**config.mk**
```make
export PLATFORM = sky130hd
export DESIGN_NAME = receive_sequence_filter_top
export DESIGN_NICKNAME = d
export VERILOG_FILES = /design/src/hw/rtl/rsf_pkg.sv /design/src/hw/rtl/receive_sequence_filter_top.sv /design/src/hw/rtl/rsf_node_table.sv /design/src/hw/rtl/rsf_judge.sv
export SDC_FILE = /design/constraint.sdc
export NUM_CORES = 1
export LEC_CHECK = 0
export ABC_AREA = 1
export BUFFER_PORTS_ARGS = -buffer_cell sky130_fd_sc_hd__buf_2
export CORE_MARGIN = 8
export CORE_UTILIZATION = 52
export CTS_CLUSTER_SIZE = 40
export DETAILED_ROUTE_END_ITERATION = 10
export PLACE_DENSITY_LB_ADDON = 0.05
export SLEW_MARGIN = 20
export SYNTH_ARGS = -nofsm -noshare
export SYNTH_HDL_FRONTEND = slang
export SYNTH_HIERARCHICAL = 1
export SYNTH_SLANG_ARGS = --single-unit
```
**constraint.sdc**
```tcl
create_clock -name clk -period 14.75 [get_ports clk]
set_clock_uncertainty 0.1 [all_clocks]
set_input_delay 1.475 -clock clk [delete_from_list [all_inputs] [get_ports clk]]
set_output_delay 1.475 -clock clk [all_outputs]
set_load 0.005 [all_outputs]
```
**src/hw/rtl/rsf_pkg.sv**
```systemverilog
// Shared types and constants of the receive sequence filter.
`default_nettype none
package rsf_pkg;

  localparam int unsigned NODE_W = 5;
  localparam int unsigned SEQ_W  = 16;
  localparam int unsigned SIZE_W = 11;
  localparam int unsigned WORD_W = 16;

  // Wrap window for the older-id test.
  localparam logic [SEQ_W-1:0] WRAP_WINDOW = 16'd100;
  localparam logic [SEQ_W-1:0] WRAP_HIGH   = 16'd65436;

  // Payload size that marks a connected-mask update.
  localparam logic [SIZE_W-1:0] MASK_SIZE = 11'd2;

  typedef logic [NODE_W-1:0] node_t;
  typedef logic [SEQ_W-1:0]  seq_t;
  typedef logic [SIZE_W-1:0] size_t;
  typedef logic [WORD_W-1:0] word_t;

  // Decision for one sub-packet header.
  typedef struct packed {
    logic accept;    // expected id, state advances
    logic older;     // older id inside the window, ack only
    logic mask_upd;  // accepted two-byte payload
  } verdict_t;

endpackage
`default_nettype wire

```
**src/hw/rtl/receive_sequence_filter_top.sv**
```systemverilog
// Top level of the receive sequence filter: input stage, decision and result register.
//
//   channel | ports                                             | direction
//   in      | in_valid, in_stall, in_source_node .. in_last_in_frame | header in
//   out     | out_valid, out_stall, out_deliver .. out_ack_seq  | verdict/ack out
//
// One item per cycle when out_stall is low; input stage, then result register.
// The per-node table is read and written in the same cycle as the decision, so
// consecutive items from the same node see each other's updates.
// Synchronous active-low reset clears the node table and the pending ack.
// A stalled result holds the input stage, which then stalls the input channel.
`default_nettype none
module receive_sequence_filter_top #(
  parameter int unsigned NODE_COUNT = 16
) (
  input  wire logic           clk,
  input  wire logic           rst_n,
  input  wire logic           in_valid,
  output logic                in_stall,
  input  wire rsf_pkg::node_t in_source_node,
  input  wire rsf_pkg::seq_t  in_seq_id,
  input  wire rsf_pkg::size_t in_payload_size,
  input  wire rsf_pkg::word_t in_payload_word,
  input  wire logic           in_last_in_frame,
  output logic                out_valid,
  input  wire logic           out_stall,
  output logic                out_deliver,
  output logic                out_mask_valid,
  output rsf_pkg::word_t      out_mask_value,
  output logic                out_ack_valid,
  output rsf_pkg::node_t      out_ack_target,
  output rsf_pkg::seq_t       out_ack_seq
);
  import rsf_pkg::*;

  localparam int unsigned IDX_W = $clog2(NODE_COUNT + 1);

  // Input stage
  logic  s1_valid_r;
  node_t s1_node_r;
  seq_t  s1_seq_r;
  size_t s1_size_r;
  word_t s1_word_r;
  logic  s1_last_r;

  // Result stage
  logic  out_valid_r;
  logic  deliver_r, mask_valid_r, ack_valid_r;
  word_t mask_value_r;
  node_t ack_target_r;
  seq_t  ack_seq_r;

  seq_t  pending_ack_r, pending_ack_nxt;

  logic     res_ready, s1_fire, in_fire, in_range;
  seq_t     last_seq, pend_mid;
  verdict_t verdict;

  assign res_ready = !out_valid_r || !out_stall;
  assign s1_fire   = s1_valid_r && res_ready;
  assign in_stall  = s1_valid_r && !res_ready;
  assign in_fire   = in_valid && !in_stall;
  assign in_range  = s1_node_r <= NODE_W'(NODE_COUNT);

  rsf_node_table #(.NODE_COUNT(NODE_COUNT)) u_table (
    .clk    (clk),
    .rst_n  (rst_n),
    .rd_idx (s1_node_r[IDX_W-1:0]),
    .rd_seq (last_seq),
    .wr_en  (s1_fire && verdict.accept),
    .wr_idx (s1_node_r[IDX_W-1:0]),
    .wr_seq (s1_seq_r)
  );

  rsf_judge u_judge (
    .in_range     (in_range),
    .seq_id       (s1_seq_r),
    .last_seq     (last_seq),
    .payload_size (s1_size_r),
    .verdict      (verdict)
  );

  always_comb begin
    pend_mid        = (verdict.accept || verdict.older) ? s1_seq_r : pending_ack_r;
    // Clear the owed ack at frame end
    pending_ack_nxt = s1_last_r ? '0 : pend_mid;
  end

  always_ff @(posedge clk) begin
    if (!rst_n) begin
      s1_valid_r    <= 1'b0;
      out_valid_r   <= 1'b0;
      pending_ack_r <= '0;
    end else begin
      if (in_fire) begin
        s1_valid_r <= 1'b1;
      end else if (s1_fire) begin
        s1_valid_r <= 1'b0;
      end
      if (s1_fire) begin
        out_valid_r   <= 1'b1;
        pending_ack_r <= pending_ack_nxt;
      end else if (!out_stall) begin
        out_valid_r <= 1'b0;
      end
    end
  end

  // Payload registers
  always_ff @(posedge clk) begin
    if (in_fire) begin
      s1_node_r <= in_source_node;
      s1_seq_r  <= in_seq_id;
      s1_size_r <= in_payload_size;
      s1_word_r <= in_payload_word;
      s1_last_r <= in_last_in_frame;
    end
    if (s1_fire) begin
      deliver_r    <= verdict.accept && !verdict.mask_upd;
      mask_valid_r <= verdict.mask_upd;
      mask_value_r <= verdict.mask_upd ? s1_word_r : '0;
      ack_valid_r  <= s1_last_r && (pend_mid != '0);
      ack_target_r <= (s1_last_r && (pend_mid != '0)) ? s1_node_r : '0;
      ack_seq_r    <= (s1_last_r && (pend_mid != '0)) ? pend_mid : '0;
    end
  end

  assign out_valid      = out_valid_r;
  assign out_deliver    = deliver_r;
  assign out_mask_valid = mask_valid_r;
  assign out_mask_value = mask_value_r;
  assign out_ack_valid  = ack_valid_r;
  assign out_ack_target = ack_target_r;
  assign out_ack_seq    = ack_seq_r;

  a_excl_deliver_mask: assert property (@(posedge clk) disable iff (!rst_n)
    out_valid_r |-> !(deliver_r && mask_valid_r))
    else $error("deliver and mask update both set");

  a_ack_nonzero: assert property (@(posedge clk) disable iff (!rst_n)
    (out_valid_r && ack_valid_r) |-> (ack_seq_r != '0))
    else $error("ack carries sequence zero");

  a_no_ack_zero_fields: assert property (@(posedge clk) disable iff (!rst_n)
    (out_valid_r && !ack_valid_r) |-> (ack_seq_r == '0 && ack_target_r == '0))
    else $error("ack fields set without ack");

  a_frame_end_clears: assert property (@(posedge clk) disable iff (!rst_n)
    (s1_fire && s1_last_r) |=> (pending_ack_r == '0))
    else $error("pending ack survives frame end");

  a_stall_holds_input: assert property (@(posedge clk) disable iff (!rst_n)
    (out_valid_r && out_stall && s1_valid_r) |-> in_stall)
    else $error("input taken while both stages are full");

endmodule
`default_nettype wire

```
**src/hw/rtl/rsf_node_table.sv**
```systemverilog
// Per-node register file holding the last accepted sequence id.
`default_nettype none
module rsf_node_table #(
  parameter int unsigned NODE_COUNT = 16
) (
  input  wire logic                        clk,
  input  wire logic                        rst_n,
  input  wire logic [$clog2(NODE_COUNT+1)-1:0] rd_idx,
  output rsf_pkg::seq_t                    rd_seq,
  input  wire logic                        wr_en,
  input  wire logic [$clog2(NODE_COUNT+1)-1:0] wr_idx,
  input  wire rsf_pkg::seq_t               wr_seq
);
  import rsf_pkg::*;

  localparam int unsigned DEPTH = NODE_COUNT + 1;
  localparam int unsigned IDX_W = $clog2(DEPTH);

  seq_t last_seq_r [DEPTH];

  always_ff @(posedge clk) begin
    if (!rst_n) begin
      for (int i = 0; i < DEPTH; i++) begin
        last_seq_r[i] <= '0;
      end
    end else if (wr_en) begin
      last_seq_r[wr_idx] <= wr_seq;
    end
  end

  // Guard indexes past the table; the caller discards those anyway.
  assign rd_seq = (rd_idx <= IDX_W'(NODE_COUNT)) ? last_seq_r[rd_idx] : '0;

endmodule
`default_nettype wire

```
**src/hw/rtl/rsf_judge.sv**
```systemverilog
// Sequence check: expected-id match and wrap-window older test.
`default_nettype none
module rsf_judge (
  input  wire logic           in_range,
  input  wire rsf_pkg::seq_t  seq_id,
  input  wire rsf_pkg::seq_t  last_seq,
  input  wire rsf_pkg::size_t payload_size,
  output rsf_pkg::verdict_t   verdict
);
  import rsf_pkg::*;

  seq_t expected;
  seq_t incr;
  logic older_raw;

  always_comb begin
    incr     = last_seq + 16'd1;
    // Skip zero on wrap
    expected = (incr == '0) ? 16'd1 : incr;

    if (expected < WRAP_WINDOW) begin
      older_raw = (seq_id < expected) || (seq_id > WRAP_HIGH);
    end else if (expected > WRAP_HIGH) begin
      older_raw = (seq_id < expected) && (seq_id > WRAP_WINDOW);
    end else begin
      older_raw = seq_id < expected;
    end

    verdict.accept   = in_range && (seq_id == expected);
    verdict.older    = in_range && (seq_id != expected) && older_raw;
    verdict.mask_upd = verdict.accept && (payload_size == MASK_SIZE);
  end

endmodule
`default_nettype wire
```
==> results.yml, run 1 <==
sta:
  hold_violations: 0
  rsz0062_at_grt: "false"
  fmax_mhz: 132
  whs_ps: 365
  layout_min_cycle_time_ps: 7550
  slew_violations: 0
  tns_ps: 0
  slew_headroom_pct: 26.8
  worst-slew-pin-transition_ps: 1090
  setup-violations-final: 0
  timing.final.crit_share_pct: 51.2
routing:
  drc: 0
  vias_per_cell: 5.27
  drt_wl_total_um: 54000
  wl_per_cell_um: 19.4
  drt-pass1-iter-count: 5
  drt_iter0_drc: 1189
  vias: 14700
  antenna_left: 0
synth:
  synth_top_area_share_pct: 60.1
  synthDistinctLibCells: 42
  syn-mean-instance-area_um2: 9.18
  synth_top_area_cell: "edfxtp_1"
  syn-num-nets: 2262
  netlist_instances: 2192
  synth_edf_count: 403
  async_flop_share_pct: 0
  yosys_warnings: 6
  yosys-top-cells-area: "edfxtp_1 60%, nand2_1 11%, nor2_1 6.6%, inv_1 5.7%, nand3_1 4.3%"
  ys.flop_type: "edfxtp_1"
  ys_seq_elements: 421
  ys_seq_area_share_pct: 61.9
  synth_area_um2: 20100
setup_path:
  crit_path_end_kind: "flip-flop"
  slowest_stage: "buf_4"
  crit_top_cell: "nand2_1"
  rr_startpoint: "s1_node_r[0]"
  critPathLaunch: "s1_node_r[0]"
  crit_path_max_incr_delay_ps: 840
  start_kind: "flip-flop"
  crit_required_ps: 14850
  worstPathArrival_ps: 7650
  crit_fanout: 84
  crit_type: "reg -> reg"
global_route:
  grt_pass1_wl_um: 83100
  grt_pass1_vias: 14300
  grt_max_degree: 86
  antenna_found_initial: 2
  track_usage_pct: 24.2
  grt_overflow: 0
placement:
  dp_hpwl_um: 34100
  placed_area_um2: 20800
  gp_congestion: 0.874
  dp_cells: 2705
  port_buffers: 94
cells_and_area:
  multi_input_area_um2: 5920
  final_common_cell: "nand2_1"
  layoutNonFillerInstCount: 2785
  post-route-util_pct: 57.8
  final_nets: 2304
  seq_area_um2: 12500
  fillers: 3428
  syn2layout_area_growth_pct: 10.6
  drive_gt1_share_pct: 11.7
  layout_common_cells: "590 x nand2_1, 403 x edfxtp_1, 350 x nor2_1"
  antenna_cells: 0
  final_area_um2: 22200
die:
  die_y_um: 213
  num_rows: 72
  io_pins: 95
  core_area_um2: 38500
  initial_core_util_pct: 52.3
  die_x_um: 213
  die-area_um2: 45200
cts:
  clkTransAtPathRegs_ps: 60
  cts_repair_resize_count: 0
  h-tree-depth: 2
  cts_tree: "yes"
  clock_sinks: 421
  post_cts_buffers: 0
  cts-buffers-inserted: 45
  insertion_delay_ps: 580
  cts_buffer_depth: 3
  ctsHoldBuffers: 0
  cts-root-buf: "clkbuf_16"
flow_run:
  maxCapViolCount: 0
outcome:
  status: "finished clean"
power:
  total_leakage_power_nw: 9.71
  max-vdd-ir-drop_mv: 0.0966
  p_per_area_nw_per_um2: 122
worst_hold_path:
  hp-start: "pending_ack_r[7]"
  min_path_type: "reg -> reg"
cell type report:
class | count | area share, %
flip-flops and latches | 421 | 56.0
multi-input cells | 1329 | 26.6
inverters | 335 | 5.67
clock buffers | 52 | 5.18
well taps | 518 | 2.91
repair buffers | 102 | 2.38
clock inverters | 28 | 1.25
state kept, by name (all words and copies together) (netlist names), 5 cells and up:
register            count
s1_size_r              11
s1_seq_r               16
pending_ack_r          16
out_ack_target          5
u_table/last_seq_r    314
out_mask_value         16
s1_word_r              16
s1_node_r               5
out_ack_seq            16
path summary, 6_finish.rpt:
kind                                                 end  slack, ps  cells past startpoint
worst max register to register  u_table/last_seq_r[9][2]       7200                     30
worst min register to register          pending_ack_r[7]        360                      2
worst min-delay path                    pending_ack_r[7]        360                      2
worst max-delay path            u_table/last_seq_r[9][2]       7200                     30
Yosys cell counts (2+ instances only):
cell      count
nand2_4       2
nor3_2        6
buf_4         3
nand2_1     590
dfxtp_1      18
nor2_1      353
inv_1       308
clkinv_1     18
nand3_1     171
o21ai_0      30
buf_1        10
a21oi_1      32
buf_2        52
nand3_2       4
nor2_2       25
buf_6         3
edfxtp_1    403
o21ai_1       2
o21bai_1      2
nor3_1        6
nor3_4        2
nor4_1        4
nor2_4        4
o22ai_1      13
ha_1         17
nand3b_1      4
nand2_2      42
clkbuf_1     38
nand4_1       9
inv_2         9
power by group:
group	switching (mW)	internal (mW)	total [mW]
logic	0.178	0.0598	0.237
clock network	0.468	0.648	1.12
registers	0.0189	1.35	1.37
logic make-up after synthesis:
group,synth area share [%]
simple gates,25.8
buf+inv,8.79
fa+ha+maj,1.06
xor+xnor,0.0435
flops,61.9
compound gates,2.35
layer usage:
metal / share of wire (%) / global-route usage, %
met1: 43 / 32.2
met2: 46 / 37.9
met3: 6.7 / 4.51
met4: 4.7 / 12.3
met5: 0.041 / 0
through the flow:
step / setup slack [ps] / power [mW]
6_report: 7200 / 2.72
4_1_cts: 7260 / 2.74
3_3_place_gp: 7370 / 1.62
3_5_place_dp: 7270 / 1.63
5_1_grt: 6550 / 2.81
2_1_floorplan: 9030 / 1.54
worst max-delay path, delay by kind of cell, from the launching register on:
kind / cells / cell delay [ps]
adders and majority gates: 1 / 290
buffers and inverters: 6 / 1820
DFF: 1 / 390
and+or+nand+nor: 23 / 4460
(Power assumes the default switching activity.)
==> run 2: changes to the inputs <==
==> constraint.sdc (replaced) <==
create_clock -name clk -period 7.7 [get_ports clk]
set_clock_uncertainty 0.1 [all_clocks]
set_input_delay 0.77 -clock clk [delete_from_list [all_inputs] [get_ports clk]]
set_output_delay 0.77 -clock clk [all_outputs]
set_load 0.005 [all_outputs]
==> results.yml, run 2 (same netlist as run 1, synthesis figures left out) <==
outcome:
  status: "finished clean"
die:
  io_pins: 95
  die_x_um: 213
  initial_core_util_pct: 52.3
  die-area_um2: 45200
  die_y_um: 213
  core_area_um2: 38500
  num_rows: 72
placement:
  placed_area_um2: 21000
  port_buffers: 94
  dp_hpwl_um: 35400
  gp_congestion: 0.917
sta:
  setup-violations-final: 0
  timing.final.crit_share_pct: 90.1
  tns_ps: 0
  slew_headroom_pct: 21.3
  layout_min_cycle_time_ps: 6940
  rsz0062_at_grt: "false"
  hold_violations: 0
  slew_violations: 0
  fmax_mhz: 144
  worst-slew-pin-transition_ps: 1170
cts:
  clkTransAtPathRegs_ps: 60
  insertion_delay_ps: 590
  cts-buffers-inserted: 46
  h-tree-depth: 2
  clock_sinks: 421
  post_cts_buffers: 0
  ctsHoldBuffers: 0
  cts_repair_resize_count: 0
  cts_tree: "yes"
  cts_buffer_depth: 3
  cts-root-buf: "clkbuf_16"
setup_path:
  crit_path_end_kind: "flip-flop"
  cp_top_family: "simple AND/OR/NAND/NOR gates"
  crit_top_cell: "nand2_1"
  worstPathArrival_ps: 7050
  crit_required_ps: 7810
  start_kind: "flip-flop"
  crit_fanout: 23
  crit_buf_inv: 4
  crit_type: "reg -> reg"
  slowest_stage: "edfxtp_1"
  crit_path_max_incr_delay_ps: 1020
global_route:
  grt_max_degree: 164
  grt_pass1_wl_um: 84100
  grt_pass1_vias: 14200
  antenna_found_initial: 1
  track_usage_pct: 24.7
  grt_overflow: 0
routing:
  drt_iter0_drc: 1317
  wl_per_cell_um: 19.9
  drt_wl_total_um: 55900
  drc: 0
  drt-pass1-iter-count: 5
  vias_per_cell: 5.25
  antenna_left: 0
  vias: 14700
cells_and_area:
  syn2layout_area_growth_pct: 11.3
  layout_common_cells: "590 x nand2_1, 403 x edfxtp_1, 352 x nor2_1"
  largest_register_ffs: 314
  antenna_cells: 0
  final_area_um2: 22400
  final_nets: 2323
  final_common_cell: "nand2_1"
  drive_gt1_share_pct: 12.5
  largest-register: "u_table/last_seq_r"
power:
  max-vdd-ir-drop_mv: 0.191
  p_per_area_nw_per_um2: 232
  total_leakage_power_nw: 9.80
worst_hold_path:
  min_path_type: "in -> reg"
flow_run:
  maxCapViolCount: 0
## run 2: cell count changes in the layout (fill, tap and decap cells not counted), moves of 2 or more
cell / before / now
buf_4: 8 / 25
clkbuf_8: 0 / 4
nor2_1: 350 / 352
nor2_2: 27 / 25
clkbuf_1: 7 / 17
clkinv_1: 31 / 22
bufinv_16: 5 / 2
## run 2: path summary, 6_finish.rpt
kind | from | slack, ps | depth (start not counted) | end
hold reg to reg | pending_ack_r[11] | 360 | 2 | pending_ack_r[11]
hold / removal | in_seq_id[3] | 260 | 1 | s1_seq_r[3]
setup reg to reg | s1_node_r[2] | 760 | 30 | u_table/last_seq_r[10][14]
setup / recovery | s1_node_r[2] | 760 | 30 | u_table/last_seq_r[10][14]
## run 2: routing by layer
layer	share of wire (%)	GRT usage, %	routed length (um)	vias up
met5	0.023	0	13	-
met4	3.5	9.11	1950	2
met3	7.8	4.68	4380	118
met2	46	39.2	25700	550
met1	43	33.8	23800	6987
li1	-	-	-	7082
## run 2: cell type report
class	count	area (um^2)
Clock inverter	17	176
Inverter	335	1260
Clock buffer	67	1270
Multi-Input combinational cell	1329	5900
Fill cell	3444	16100
Sequential cell	421	12500
Timing Repair Buffer	120	678
Tap cell	518	648
## run 2: stage by stage
step | std cells | worst slack, ps | hold WS, ps | util [%] | total power [mW]
after global placement | 2723 | 936 | 352 | 54.5 | 3.12
after CTS | 2807 | 857 | 231 | 58.2 | 5.24
after floorplan | 2192 | 2470 | 345 | - | 2.95
after global routing | 2807 | 218 | 234 | 58.2 | 5.37
final | 2807 | 762 | 257 | 58.2 | 5.19
after detailed placement | 2723 | 892 | 356 | 54.5 | 3.13
## run 2: where the power goes
group	switching [mW]	total, mW	internal (mW)
Sequential	0.0367	2.62	2.58
Combinational	0.348	0.465	0.118
Clock	0.892	2.11	1.22
==> run 3: changes to the inputs <==
--- a/config.mk
+++ b/config.mk
@@ -7,6 +7,7 @@
 export LEC_CHECK = 0
 export ABC_AREA = 1
 export BUFFER_PORTS_ARGS = -buffer_cell sky130_fd_sc_hd__buf_2
+export CORE_ASPECT_RATIO = 1.25
 export CORE_MARGIN = 8
 export CORE_UTILIZATION = 52
 export CTS_CLUSTER_SIZE = 40
==> results.yml, run 3 (same netlist as run 1, synthesis figures left out) <==
outcome:
  status: "finished clean"
routing:
  wl_per_cell_um: 20.6
  vias: 14900
  antenna_left: 0
  drt_wl_total_um: 57200
  drt-pass1-iter-count: 6
  drt_iter0_drc: 1549
  vias_per_cell: 5.39
  drc: 0
power:
  p_per_area_nw_per_um2: 229
  max-vdd-ir-drop_mv: 0.202
  total_leakage_power_nw: 9.74
setup_path:
  crit_fanout: 86
  crit_path_end_kind: "flip-flop"
  crit_required_ps: 7790
  crit_type: "reg -> reg"
  worstPathArrival_ps: 6590
  start_kind: "flip-flop"
sta:
  tns_ps: 0
  timing.final.crit_share_pct: 84.5
  rsz0062_at_grt: "false"
  fmax_mhz: 154
  setup-violations-final: 0
  slew_violations: 0
  hold_violations: 0
  slew_headroom_pct: 18.0
  layout_min_cycle_time_ps: 6500
  whs_ps: 282
  worst-slew-pin-transition_ps: 1220
die:
  num_rows: 80
  initial_core_util_pct: 52.8
  die-area_um2: 45300
  core_area_um2: 38100
  io_pins: 95
  die_x_um: 192
  die_y_um: 236
cells_and_area:
  drive_gt1_share_pct: 12.3
  antenna_cells: 0
  syn2layout_area_growth_pct: 10.5
  layout_common_cells: "590 x nand2_1, 403 x edfxtp_1, 352 x nor2_1"
  final_nets: 2315
  final_common_cell: "nand2_1"
  largest-register: "u_table/last_seq_r"
  largest_register_ffs: 314
global_route:
  antenna_found_initial: 1
  grt_pass1_wl_um: 85900
  grt_pass1_vias: 14500
  grt_overflow: 0
  track_usage_pct: 25.1
  grt_max_degree: 164
placement:
  gp_congestion: 0.929
  dp_hpwl_um: 37500
  port_buffers: 94
cts:
  clkTransAtPathRegs_ps: 70
  insertion_delay_ps: 570
  ctsHoldBuffers: 0
  cts-buffers-inserted: 43
  cts_buffer_depth: 3
  post_cts_buffers: 0
  cts_tree: "yes"
  h-tree-depth: 2
  cts-root-buf: "clkbuf_16"
  cts_repair_resize_count: 0
  clock_sinks: 421
worst_hold_path:
  min_path_type: "in -> reg"
flow_run:
  maxCapViolCount: 0
## run 3: cell types whose count changed in the layout (fill, tap and decap cells not counted), moves of 2 or more
cell and delta:
clkbuf_1 -16, clkinv_1 +10, buf_4 -6, clkinv_2 +5, clkbuf_8 -4, clkbuf_16 -2
clkinvlp_4 +2, inv_6 +2
## run 3: final cells by class
cell class                      instances  area (um^2)
Fill cell                            3387        15900
Sequential cell                       421        12500
Multi-Input combinational cell       1329         5900
Inverter                              335         1260
Clock buffer                           45         1100
Timing Repair Buffer                  115          653
Tap cell                              492          616
Clock inverter                         34          233
## run 3: worst paths after layout
path | from | cells past startpoint | end | slack [ps]
max | s1_node_r[1] | 27 | u_table/last_seq_r[1][11] | 1200
min | in_source_node[0] | 1 | s1_node_r[0] | 280
max reg2reg | s1_node_r[1] | 27 | u_table/last_seq_r[1][11] | 1200
min reg2reg | pending_ack_r[14] | 2 | pending_ack_r[14] | 370
## run 3: metal layers
metal / global-route usage [%] / vias to the layer above / routed length [um]
met5: 0 / - / 0
met4: 11.6 / 0 / 2550
met3: 3.88 / 127 / 4060
met2: 40.9 / 627 / 27500
met1: 32.3 / 7088 / 23100
li1: - / 7082 / -
## run 3: through the flow
step	utilization (%)	setup slack, ps	cell area, um^2	total power [mW]	instances
4_1_cts	58.3	1300	22200	5.12	2771
5_1_grt	58.3	625	22200	5.24	2771
3_3_place_gp	54.8	1360	20900	3.12	2692
6_report	58.3	1200	22200	5.09	2771
2_1_floorplan	-	2470	20100	2.95	2192
3_5_place_dp	54.8	1320	20900	3.13	2692
## run 3: critical path, stage by stage, from the launching register on
cell and delay (ps):
edfxtp_1 370, buf_4 780, nand3_1 250, nand3_1 190, nand3_1 90, nand2_1 100, nand2_1 100, nand2_1 180
nand2_1 120, nor2_1 240, nand3_2 130, clkinv_1 60, nand3_1 60, nand2_1 110, inv_2 60, ha_1 290
nand2_1 50, inv_1 60, nand3_1 100, nor3_1 150, nand3b_1 130, nor2_1 280, inv_2 100, nor2_1 210
nand2_2 150, nor3_2 590, nand2_2 400, nand2_1 630
## run 3: where the power goes
part	internal (mW)	switching, mW	total (mW)
Clock	1.11	0.890	2.00
Combinational	0.118	0.350	0.468
Sequential	2.58	0.0373	2.62
